--- src/rtl/cpspid_pkg.sv ---
// Package for the cascaded position/speed PID axis: widths, register indexes
// and reset values. No dependencies; used by the PID block, checker and bench.
package cpspid_pkg;

  // Fixed field widths
  localparam int POS_W   = 16;           // position target / reading
  localparam int SPD_W   = 16;           // speed reading
  localparam int DRV_W   = 16;           // drive output
  localparam int ST_W    = 24;           // speed target
  localparam int GAIN_W  = 32;           // Q16.16 gains
  localparam int LIM_W   = 15;           // drive limit
  localparam int INT_W   = 32;           // integrators
  localparam int FRAC_W  = 16;           // fractional bits of the gains
  localparam int PE_W    = POS_W + 1;    // position error
  localparam int PDE_W   = PE_W + 1;     // position error difference
  localparam int SE_W    = ST_W + 1;     // speed error
  localparam int SDE_W   = SE_W + 1;     // speed error difference

  // Digit-serial MAC
  localparam int DIG_W     = 4;                        // bits per digit
  localparam int OPND_W    = 32;                       // operand width
  localparam int DIGITS    = OPND_W / DIG_W;           // digits per operand
  localparam int DCNT_W    = $clog2(DIGITS);
  localparam int NUM_TERMS = 3;                        // P, I, D
  localparam int TERM_W    = $clog2(NUM_TERMS);
  localparam int PP_W      = GAIN_W + DIG_W + 1;       // gain x signed digit
  localparam int WIN_W     = PP_W + 3;                 // running window
  localparam int RND_W     = WIN_W + OPND_W - FRAC_W;  // rounded sum

  // Configuration registers
  localparam int NUM_GAINS = 2 * NUM_TERMS;
  localparam int GIDX_W    = $clog2(NUM_GAINS);
  localparam int CFG_AW    = 3;
  localparam int CFG_DW    = GAIN_W;

  typedef enum logic [CFG_AW-1:0] {
    REG_POS_P = 3'd0,
    REG_POS_I = 3'd1,
    REG_POS_D = 3'd2,
    REG_SPD_P = 3'd3,
    REG_SPD_I = 3'd4,
    REG_SPD_D = 3'd5,
    REG_LIMIT = 3'd6
  } cfg_idx_t;

  localparam logic signed [GAIN_W-1:0] GAIN_RST [NUM_GAINS] = '{
    -32'sd5898240,   // pos P, -90.0
    32'sd0,
    32'sd0,
    -32'sd196608,    // spd P, -3.0
    32'sd0,
    32'sd0
  };
  localparam logic [LIM_W-1:0] LIMIT_RST = 15'd5000;

  localparam logic signed [ST_W-1:0] ST_MAX = {1'b0, {(ST_W-1){1'b1}}};
  localparam logic signed [ST_W-1:0] ST_MIN = {1'b1, {(ST_W-1){1'b0}}};

endpackage

--- src/rtl/cascaded_position_speed_pid.sv ---
// Cascaded position/speed PID for one axis, top level.
// Depends on cpspid_pkg (widths, register indexes, reset values).
//
// Usage:
//  - in_*: one word per control tick. in_tdata carries position_target,
//    position_reading and speed_reading; in_tuser carries the stop flag.
//  - out_*: one word per input word, drive and speed_target.
//  - cfg_*: gain and limit writes, one per cycle, only while the block is idle.
// Sequence: a normal word runs the position loop, then the speed loop, then
//  waits in done until the output register is free; out_tvalid rises from it.
//  Each loop runs its 3 terms through the shared 32x4 digit MAC, 8 digits
//  each, which sets the rate. A new word is taken only back in idle.
//  A stop word goes straight to done and out_tvalid rises once done loads
//  the output register; all loop state is left unchanged.
// Reset (rst_n low, synchronous) clears loop state, loads default gains and
//  limit and empties the output register.
// Stall: the result sits in an output register; a new input word is taken
//  while it waits. If the next result is ready before the old one is taken,
//  the block holds in its done state and accepts nothing until the slot frees.
module cascaded_position_speed_pid (
  input  logic                          clk,
  input  logic                          rst_n,
  // input stream
  input  logic                          in_tvalid,
  output logic                          in_tready,
  // [15:0] position_target, [31:16] position_reading, [47:32] speed_reading
  input  logic [47:0]                   in_tdata,
  // [0] stop
  input  logic                          in_tuser,
  // result stream
  output logic                          out_tvalid,
  input  logic                          out_tready,
  // [15:0] drive, [39:16] speed_target
  output logic [39:0]                   out_tdata,
  // configuration
  input  logic                          cfg_we,
  input  logic [cpspid_pkg::CFG_AW-1:0] cfg_addr,
  input  logic [cpspid_pkg::CFG_DW-1:0] cfg_wdata
);

  typedef enum logic [9:0] {
    S_IDLE     = 10'b0000000001,
    S_PREP_POS = 10'b0000000010,
    S_MAC_POS  = 10'b0000000100,
    S_RND_POS  = 10'b0000001000,
    S_SAT_POS  = 10'b0000010000,
    S_PREP_SPD = 10'b0000100000,
    S_MAC_SPD  = 10'b0001000000,
    S_RND_SPD  = 10'b0010000000,
    S_SAT_SPD  = 10'b0100000000,
    S_DONE     = 10'b1000000000
  } state_t;

  state_t state_r, state_nxt;

  // config
  logic signed [cpspid_pkg::GAIN_W-1:0] gain_r [cpspid_pkg::NUM_GAINS];
  logic [cpspid_pkg::LIM_W-1:0]         limit_r;

  // latched inputs
  logic signed [cpspid_pkg::POS_W-1:0]  tgt_r, pos_r;
  logic signed [cpspid_pkg::SPD_W-1:0]  spd_r;

  // loop state
  logic signed [cpspid_pkg::INT_W-1:0]  pos_int_r, spd_int_r;
  logic signed [cpspid_pkg::PE_W-1:0]   pos_err_last_r, pos_err_before_r;
  logic signed [cpspid_pkg::SE_W-1:0]   spd_err_last_r, spd_err_before_r;
  logic signed [cpspid_pkg::ST_W-1:0]   last_st_r;

  // MAC datapath
  logic [cpspid_pkg::OPND_W-1:0]        opnd_r [cpspid_pkg::NUM_TERMS];
  logic [cpspid_pkg::DCNT_W-1:0]        dig_r;
  logic [cpspid_pkg::TERM_W-1:0]        term_r;
  logic signed [cpspid_pkg::WIN_W-1:0]  win_r;
  logic [cpspid_pkg::OPND_W-1:0]        lo_r;
  logic signed [cpspid_pkg::RND_W-1:0]  rnd_r;
  logic signed [cpspid_pkg::DRV_W-1:0]  drv_r;

  // output register
  logic                                 out_valid_r;
  logic signed [cpspid_pkg::DRV_W-1:0]  out_drv_r;
  logic signed [cpspid_pkg::ST_W-1:0]   out_st_r;

  // combinational
  logic                                 in_acc;
  logic                                 out_load;
  logic signed [cpspid_pkg::PE_W-1:0]   pe;
  logic signed [cpspid_pkg::PDE_W-1:0]  pde;
  logic signed [cpspid_pkg::SE_W-1:0]   se;
  logic signed [cpspid_pkg::SDE_W-1:0]  sde;
  logic signed [cpspid_pkg::INT_W-1:0]  pos_int_nxt, spd_int_nxt;
  logic [cpspid_pkg::GIDX_W-1:0]        gain_idx;
  logic signed [cpspid_pkg::GAIN_W-1:0] gain_sel;
  logic [cpspid_pkg::DIG_W-1:0]         dig;
  logic signed [cpspid_pkg::DIG_W:0]    dig_s;
  logic signed [cpspid_pkg::PP_W-1:0]   pp;
  logic signed [cpspid_pkg::WIN_W-1:0]  mac_sum;
  logic signed [cpspid_pkg::RND_W-1:0]  rnd_nxt;
  logic signed [cpspid_pkg::ST_W-1:0]   st_sat;
  logic signed [cpspid_pkg::RND_W-1:0]  lim_ext;
  logic signed [cpspid_pkg::DRV_W-1:0]  lim_drv;
  logic signed [cpspid_pkg::DRV_W-1:0]  drv_sat;
  logic                                 last_term, last_dig;

  // saturating integrator add, 32-bit bounds
  function automatic logic signed [cpspid_pkg::INT_W-1:0] int_add(
    input logic signed [cpspid_pkg::INT_W-1:0] a,
    input logic signed [cpspid_pkg::SE_W-1:0]  b
  );
    logic signed [cpspid_pkg::INT_W:0] s;
    s = (cpspid_pkg::INT_W+1)'(a) + (cpspid_pkg::INT_W+1)'(b);
    if (s[cpspid_pkg::INT_W] != s[cpspid_pkg::INT_W-1])
      int_add = {s[cpspid_pkg::INT_W], {(cpspid_pkg::INT_W-1){~s[cpspid_pkg::INT_W]}}};
    else
      int_add = s[cpspid_pkg::INT_W-1:0];
  endfunction

  assign in_tready  = (state_r == S_IDLE);
  assign in_acc     = in_tvalid && in_tready;
  assign out_tvalid = out_valid_r;
  assign out_tdata  = {out_st_r, out_drv_r};
  assign out_load   = (state_r == S_DONE) && (!out_valid_r || out_tready);

  // loop errors and integrator updates
  assign pe  = cpspid_pkg::PE_W'(tgt_r) - cpspid_pkg::PE_W'(pos_r);
  assign pde = cpspid_pkg::PDE_W'(pos_err_last_r) - cpspid_pkg::PDE_W'(pos_err_before_r);
  assign se  = cpspid_pkg::SE_W'(last_st_r) - cpspid_pkg::SE_W'(spd_r);
  assign sde = cpspid_pkg::SDE_W'(spd_err_last_r) - cpspid_pkg::SDE_W'(spd_err_before_r);
  assign pos_int_nxt = int_add(pos_int_r, cpspid_pkg::SE_W'(pe));
  assign spd_int_nxt = int_add(spd_int_r, se);

  // MAC: window += gain * digit; after the third term, shift one digit out.
  // Digits go LSB first; the top digit carries the operand's sign.
  assign gain_idx  = cpspid_pkg::GIDX_W'(term_r)
                   + ((state_r == S_MAC_SPD) ? cpspid_pkg::GIDX_W'(cpspid_pkg::NUM_TERMS)
                                             : cpspid_pkg::GIDX_W'(0));
  assign gain_sel  = gain_r[gain_idx];
  assign dig       = opnd_r[term_r][cpspid_pkg::DIG_W-1:0];
  assign last_dig  = (dig_r == cpspid_pkg::DCNT_W'(cpspid_pkg::DIGITS - 1));
  assign last_term = (term_r == cpspid_pkg::TERM_W'(cpspid_pkg::NUM_TERMS - 1));
  assign dig_s     = last_dig ? {dig[cpspid_pkg::DIG_W-1], dig} : {1'b0, dig};
  assign pp        = gain_sel * dig_s;
  assign mac_sum   = win_r + cpspid_pkg::WIN_W'(pp);

  // round Q16.16 to nearest, ties up: floor((s + 0x8000) / 0x10000)
  assign rnd_nxt = $signed({win_r, lo_r[cpspid_pkg::OPND_W-1:cpspid_pkg::FRAC_W]})
                 + cpspid_pkg::RND_W'({1'b0, lo_r[cpspid_pkg::FRAC_W-1]});

  // outer result: negate, saturate to 24 bits
  always_comb begin
    if (rnd_r < -cpspid_pkg::RND_W'(cpspid_pkg::ST_MAX))
      st_sat = cpspid_pkg::ST_MAX;
    else if (rnd_r > -cpspid_pkg::RND_W'(cpspid_pkg::ST_MIN))
      st_sat = cpspid_pkg::ST_MIN;
    else
      st_sat = -rnd_r[cpspid_pkg::ST_W-1:0];
  end

  // inner result: clamp to +/- limit
  assign lim_ext = cpspid_pkg::RND_W'({1'b0, limit_r});
  assign lim_drv = cpspid_pkg::DRV_W'({1'b0, limit_r});
  always_comb begin
    if (rnd_r > lim_ext)
      drv_sat = lim_drv;
    else if (rnd_r < -lim_ext)
      drv_sat = -lim_drv;
    else
      drv_sat = rnd_r[cpspid_pkg::DRV_W-1:0];
  end

  // sequencer
  always_comb begin
    state_nxt = state_r;
    unique case (state_r)
      S_IDLE:     if (in_acc) state_nxt = in_tuser ? S_DONE : S_PREP_POS;
      S_PREP_POS: state_nxt = S_MAC_POS;
      S_MAC_POS:  if (last_dig && last_term) state_nxt = S_RND_POS;
      S_RND_POS:  state_nxt = S_SAT_POS;
      S_SAT_POS:  state_nxt = S_PREP_SPD;
      S_PREP_SPD: state_nxt = S_MAC_SPD;
      S_MAC_SPD:  if (last_dig && last_term) state_nxt = S_RND_SPD;
      S_RND_SPD:  state_nxt = S_SAT_SPD;
      S_SAT_SPD:  state_nxt = S_DONE;
      S_DONE:     if (out_load) state_nxt = S_IDLE;
      default:    state_nxt = S_IDLE;
    endcase
  end

  always_ff @(posedge clk) begin
    if (!rst_n) begin
      state_r <= S_IDLE;
    end else begin
      state_r <= state_nxt;
    end
  end

  // config registers
  always_ff @(posedge clk) begin
    if (!rst_n) begin
      for (int i = 0; i < cpspid_pkg::NUM_GAINS; i++) gain_r[i] <= cpspid_pkg::GAIN_RST[i];
      limit_r <= cpspid_pkg::LIMIT_RST;
    end else if (cfg_we) begin
      case (cfg_addr) inside
        cpspid_pkg::REG_POS_P, cpspid_pkg::REG_POS_I, cpspid_pkg::REG_POS_D,
        cpspid_pkg::REG_SPD_P, cpspid_pkg::REG_SPD_I, cpspid_pkg::REG_SPD_D: begin
          gain_r[cpspid_pkg::GIDX_W'(cfg_addr)] <= cfg_wdata;
        end
        cpspid_pkg::REG_LIMIT: begin
          limit_r <= cfg_wdata[cpspid_pkg::LIM_W-1:0];
        end
        default: ;
      endcase
    end
  end

  // loop state: committed once per accepted non-stop word
  always_ff @(posedge clk) begin
    if (!rst_n) begin
      pos_int_r        <= '0;
      pos_err_last_r   <= '0;
      pos_err_before_r <= '0;
      spd_int_r        <= '0;
      spd_err_last_r   <= '0;
      spd_err_before_r <= '0;
      last_st_r        <= '0;
    end else begin
      if (state_r == S_PREP_POS) begin
        pos_int_r        <= pos_int_nxt;
        pos_err_before_r <= pos_err_last_r;
        pos_err_last_r   <= pe;
      end
      if (state_r == S_SAT_POS) begin
        last_st_r <= st_sat;
      end
      if (state_r == S_PREP_SPD) begin
        spd_int_r        <= spd_int_nxt;
        spd_err_before_r <= spd_err_last_r;
        spd_err_last_r   <= se;
      end
    end
  end

  // datapath registers
  always_ff @(posedge clk) begin
    if (!rst_n) begin
      dig_r  <= '0;
      term_r <= '0;
    end else begin
      if (state_r == S_PREP_POS || state_r == S_PREP_SPD) begin
        dig_r  <= '0;
        term_r <= '0;
      end else if (state_r == S_MAC_POS || state_r == S_MAC_SPD) begin
        if (last_term) begin
          term_r <= '0;
          dig_r  <= dig_r + cpspid_pkg::DCNT_W'(1);
        end else begin
          term_r <= term_r + cpspid_pkg::TERM_W'(1);
        end
      end
    end
  end

  always_ff @(posedge clk) begin
    if (in_acc) begin
      tgt_r <= in_tdata[cpspid_pkg::POS_W-1:0];
      pos_r <= in_tdata[2*cpspid_pkg::POS_W-1:cpspid_pkg::POS_W];
      spd_r <= in_tdata[2*cpspid_pkg::POS_W+cpspid_pkg::SPD_W-1:2*cpspid_pkg::POS_W];
    end
    unique case (state_r)
      S_PREP_POS: begin
        opnd_r[0] <= cpspid_pkg::OPND_W'(pe);
        opnd_r[1] <= cpspid_pkg::OPND_W'(pos_int_nxt);
        opnd_r[2] <= cpspid_pkg::OPND_W'(pde);
        win_r     <= '0;
      end
      S_PREP_SPD: begin
        opnd_r[0] <= cpspid_pkg::OPND_W'(se);
        opnd_r[1] <= cpspid_pkg::OPND_W'(spd_int_nxt);
        opnd_r[2] <= cpspid_pkg::OPND_W'(sde);
        win_r     <= '0;
      end
      S_MAC_POS, S_MAC_SPD: begin
        opnd_r[term_r] <= opnd_r[term_r] >> cpspid_pkg::DIG_W;
        if (last_term) begin
          win_r <= mac_sum >>> cpspid_pkg::DIG_W;
          lo_r  <= {mac_sum[cpspid_pkg::DIG_W-1:0],
                    lo_r[cpspid_pkg::OPND_W-1:cpspid_pkg::DIG_W]};
        end else begin
          win_r <= mac_sum;
        end
      end
      S_RND_POS, S_RND_SPD: rnd_r <= rnd_nxt;
      S_SAT_SPD: drv_r <= drv_sat;
      S_IDLE: if (in_acc && in_tuser) drv_r <= '0;
      default: ;
    endcase
  end

  // output register
  always_ff @(posedge clk) begin
    if (!rst_n) begin
      out_valid_r <= 1'b0;
    end else if (out_load) begin
      out_valid_r <= 1'b1;
    end else if (out_tready) begin
      out_valid_r <= 1'b0;
    end
  end

  always_ff @(posedge clk) begin
    if (out_load) begin
      out_drv_r <= drv_r;
      out_st_r  <= last_st_r;
    end
  end

  // checks
  a_stop_short: assert property (@(posedge clk) disable iff (!rst_n)
    in_acc && in_tuser |=> state_r == S_DONE)
    else $error("stop word did not go straight to done");

  a_mac_start: assert property (@(posedge clk) disable iff (!rst_n)
    state_r == S_PREP_POS || state_r == S_PREP_SPD |=> dig_r == '0 && term_r == '0)
    else $error("MAC counters not cleared at loop start");

  a_term_range: assert property (@(posedge clk) disable iff (!rst_n)
    state_r == S_MAC_POS || state_r == S_MAC_SPD
      |-> term_r <= cpspid_pkg::TERM_W'(cpspid_pkg::NUM_TERMS - 1))
    else $error("MAC term counter out of range");

  a_drive_clamped: assert property (@(posedge clk) disable iff (!rst_n)
    state_r == S_SAT_SPD |=>
      drv_r <= $signed({1'b0, $past(limit_r)}) && drv_r >= -$signed({1'b0, $past(limit_r)}))
    else $error("drive outside limit");

  a_out_from_done: assert property (@(posedge clk) disable iff (!rst_n)
    $rose(out_valid_r) |-> $past(state_r) == S_DONE)
    else $error("output loaded outside done state");

endmodule

--- config.mk ---
export PLATFORM = sky130hd
export DESIGN_NAME = cascaded_position_speed_pid
export DESIGN_NICKNAME = d
export VERILOG_FILES = /design/src/rtl/cpspid_pkg.sv /design/src/rtl/cascaded_position_speed_pid.sv
export SDC_FILE = /design/constraint.sdc
export NUM_CORES = 2
export LEC_CHECK = 0
export ABC_AREA = 0
export BUFFER_PORTS_ARGS = -buffer_cell sky130_fd_sc_hd__buf_2
export CAP_MARGIN = 10
export CORE_MARGIN = 2
export CORE_UTILIZATION = 30
export CTS_BUF_LIST = sky130_fd_sc_hd__clkbuf_8 sky130_fd_sc_hd__clkbuf_16
export CTS_CLUSTER_DIAMETER = 80
export DETAILED_ROUTE_END_ITERATION = 8
export GPL_ROUTABILITY_DRIVEN = 0
export SETUP_SLACK_MARGIN = 0.15
export SLEW_MARGIN = 5
export SYNTH_ARGS = -nofsm -noshare
export SYNTH_HDL_FRONTEND = slang
export SYNTH_SLANG_ARGS = --single-unit
--- constraint.sdc ---
create_clock -name clk -period 8.8 [get_ports clk]
set_input_delay 0.44 -clock clk [delete_from_list [all_inputs] [get_ports clk]]
set_output_delay 0.44 -clock clk [all_outputs]
set_load 0.01 [all_outputs]
==> summary by stage <==
CTS
The tree is rooted in a sky130_fd_sc_hd__clkbuf_16. The clock buffer count from CTS is 95. The clock tree from TritonCTS is yes.

The clock drives 796 sinks. The later pin in the worst-skew pair is clocked with a latency of 0.70 ns. The deepest level of the CTS H-tree is 3. The buffer levels on the longest clock path is 3. The clock transition time at the flip-flop clock pins of the worst setup and hold paths is 0.06 ns.

GRT
The pin count of the biggest net entering global routing is 61. The first-pass GRT wire length is 210000 um. Summed over all layers, the global routing overflow is 0.

The initial antenna violation count is 6. The total global routing track utilization is 16.3%. The number of global-route vias before repair is 35.9k.

Synthesis
Counting distinct cell types in the post-synthesis netlist gives 81. The mean area per synthesized cell is 10.4 sq um. Of all flip-flops after synthesis, the portion carrying an async set or reset was 0%. The Yosys step of the flow raised 0 warnings. The share of the Yosys chip area taken by registers is 44.8%.

The cell area that synthesis handed to floorplanning was 48700 sq um. By count the netlist is led by 585 x sky130_fd_sc_hd__edfxtp_1, 585 x sky130_fd_sc_hd__nand2_1, 476 x sky130_fd_sc_hd__nor2_1, 372 x sky130_fd_sc_hd__inv_1, 368 x sky130_fd_sc_hd__a21oi_1. In the post-synthesis netlist, the biggest area contributors are sky130_fd_sc_hd__edfxtp_1 36%, sky130_fd_sc_hd__dfxtp_1 8.7%, sky130_fd_sc_hd__ha_1 7.8%, sky130_fd_sc_hd__fa_1 6.1%, sky130_fd_sc_hd__nand2_1 4.5%.

The synthesized instance count is 4692. Summed over its instances, the top area cell type makes up 36.1% of the synthesized netlist area. The number of enable flip-flop cells after synthesis is 585. The flip-flop cell with the highest count after synthesis is sky130_fd_sc_hd__edfxtp_1. In this run, synthesis produced a sequential element count of 796. The cell type with the highest aggregate area in the netlist is sky130_fd_sc_hd__edfxtp_1.

Pwr
Across the VDD grid, the largest voltage drop is 0.000141 V. The total power density per cell area is 166 nW/um^2. The total power after layout is 9370 uW. The static power due to leakage is 0.0223 uW.

Final layout
The post-route netlist has 12.6% of its cells at a drive strength greater than 1. The area growth from synthesis to layout is 15.7%. The combined area of the multi-input logic cells is 25300 sq um. The area taken by flip-flops and latches is 21800 sq um.

After filler insertion, the fill cell instance count of the layout stands at 16.1k. For this run, the number of standard cells in the final layout without fillers is 7171. The final instance area is 56300 sq um.

Cells fill 35.0% of the core in the end. For this run, the post-layout net count is 5471.

Critical path
The cell occurring most often along the worst timing path is sky130_fd_sc_hd__fa_1. The largest single stage delay on the critical path is 0.91 ns. The total buffers and inverters traversed by the critical path is 4.

The required time of the critical path is 9.20 ns. In this run the critical register-to-register path is launched from state_r[4]$_SDFFE_PN0P_. By startpoint and endpoint, the worst setup path is classified as reg2reg. Grouping stages by cell kind, the critical path spends the most delay in adder cells.

For the worst flop-to-flop path, the logic depth is 27. The largest individual stage delay along the critical path comes from the cell sky130_fd_sc_hd__fa_4. The number of gates on the worst path with buffers counted is 27. The top fanout value on the critical path is 7.

The launching instance or port of the critical path is state_r[4]$_SDFFE_PN0P_. The worst setup slack for register-to-register paths is 0.39 ns. The data arrival at the endpoint of the critical path is 8.81 ns. STA classifies the critical path startpoint as a register.

The endpoint class of the critical path is a register. The end of the worst register-to-register path is win_r[38]$_SDFFCE_PP0P_.

Floorplan
For this design the top-level I/O count stands at 131. For this configuration, the core starts out at a cell density of 30.3%. The number of core rows is 147. The core region is 161000 sq um.

The die height is 407 um. The horizontal die dimension is 407 um. The floorplan step defined a die boundary enclosing 166000 sq um.

Placed design
The port buffer count is 130. The final HPWL from detailed placement is 98500 um. Summing all placed instances gives a cell area of 52300 sq um. The placed instance count is 6925.

Run status
The run finished with clean final reports.

Detailed routing
Dividing the detail-routed wire length by the instance count gives 19.0 um. For this block, the routed nets add up to 136000 um of wire. The number of vias after detailed routing is 35.8k.

The via count normalized by instance count is 5.00. The detailed router finished its first iteration with 2777 violations. The count of nets left with antenna violations once routing finished came out at 0. The number of DRC violations after detailed routing is 0. The number of iterations in the first detailed-routing pass is 6.

Worst hold path
The hold-critical path endpoint is limit_r[8]$_SDFFE_PN1P_. The path type of the worst min-delay path is in2reg. The startpoint identified for the worst hold timing path is cfg_wdata[8]. The worst hold path cell count is 3.

Timing
The number of endpoints with negative hold slack in the final report is 0. The maximum frequency from static timing analysis is 0.119 GHz. The clock skew is 0.0389 ns. The number of failing setup endpoints in the final timing report is 0.

The minimum clock period after layout is 8.41 ns. In the finished design, the share of the clock period the worst path needs comes to 95.6%. Setup repair after global routing could not meet its margin everywhere. The max-slew headroom at the worst pin is 22.5%. The transition time at the pin with the least slew margin is 1.16 ns. The final number of max-transition violations is 0.

Flow run
Across the run, the number of max-cap violations was 0.
area by class of cell:
type / instances / share of cell area [%]
clock buffer: 104 / 4.50
tap: 2160 / 4.80
antenna: 1 / 0.00444
multi-input combinational: 3384 / 45.0
clock inverter: 74 / 1.03
timing repair buffer: 278 / 3.52
sequential: 796 / 38.7
inverter: 374 / 2.50
placed cells by master (no fill, tap or decap), types with 88 or more instances in the layout:
master	count
sky130_fd_sc_hd__inv_1	389
sky130_fd_sc_hd__nor2_1	470
sky130_fd_sc_hd__fa_1	146
sky130_fd_sc_hd__buf_2	130
sky130_fd_sc_hd__xnor2_1	178
sky130_fd_sc_hd__a21oi_1	361
sky130_fd_sc_hd__buf_4	90
sky130_fd_sc_hd__ha_1	295
sky130_fd_sc_hd__dfxtp_1	209
sky130_fd_sc_hd__mux4_2	88
sky130_fd_sc_hd__edfxtp_1	585
sky130_fd_sc_hd__nand3_1	106
sky130_fd_sc_hd__nand2_1	579
sky130_fd_sc_hd__o21ai_0	151
sky130_fd_sc_hd__clkbuf_16	99
sequential cells by signal, summed over array words and instances (netlist names), 16 cells and up, named ones only:
signal	cells
gain_r	256
opnd_r	118
rnd_r	56
win_r	40
pos_int_r	32
spd_int_r	32
spd_err_before_r	25
spd_err_last_r	25
last_st_r	24
out_st_r	24
lo_r	17
pos_err_before_r	17
pos_err_last_r	17
drv_r	16
out_drv_r	16
pos_r	16
spd_r	16
tgt_r	16
worst max path at each step:
stage / endpoint
after CTS: win_r[37]$_SDFFCE_PP0P_
after global routing: win_r[37]$_SDFFCE_PP0P_
after global placement: win_r[38]$_SDFFCE_PP0P_
final: win_r[38]$_SDFFCE_PP0P_
after floorplan: win_r[36]$_SDFFCE_PP0P_
after detailed placement: win_r[38]$_SDFFCE_PP0P_
where the power goes:
part / total [uW] / switching, uW / internal, uW
sequential: 4210 / 51.0 / 4160
clock: 3900 / 1660 / 2240
combinational: 1270 / 793 / 474
total: 9370 / 2510 / 6870
worst register-to-register path: cells and delay by family, from the launching register on:
family,cells,cell delay (ns)
adders and majority gates,6,3.09
and+or+nand+nor,6,1.73
AOI/OAI and AO/OA,8,1.60
buffers and inverters,4,0.57
muxes,2,0.52
DFF,1,0.32
xor gates and xnor gates,1,0.29
through the flow:
step	setup TNS (ns)	hold WS (ns)	setup slack, ns
detailed placement	-0.209	0.405	-0.0605
global placement	0	0.410	0.0724
CTS	0	0.0483	0.151
floorplan	0	0.400	0.228
global route	0	0.0703	0.0588
finish	0	0.0891	0.388
layer usage:
layer  GRT usage, %  share of wire, %  vias up
met5              0                 0        -
met3           1.96               4.5      229
met4           5.74               3.3        0
met2           28.7                50      880
li1               -                 -    17100
met1           20.6                43    17600
cell families after synthesis:
kind of cell,Yosys count,synth area share (%)
flops,796,44.8
simple gates,1541,14.2
other cells,1,0.00770
fa+ha+maj,455,14.0
mux,147,6.06
compound gates,928,12.0
buf+inv,575,4.54
xor+xnor,249,4.49
what timing repair did:
item / 4_1_cts / 5_1_grt
setup endpoints to repair: 12 / 22
hold buffers: 49 / 0
cloned: 0 / 2
resized for setup: 6 / 54
endpoints found under the hold margin: 49 / 0
pin swaps: 3 / 26
buffers inserted: 3 / 13
Note: power is estimated with default switching activity, not from simulation.
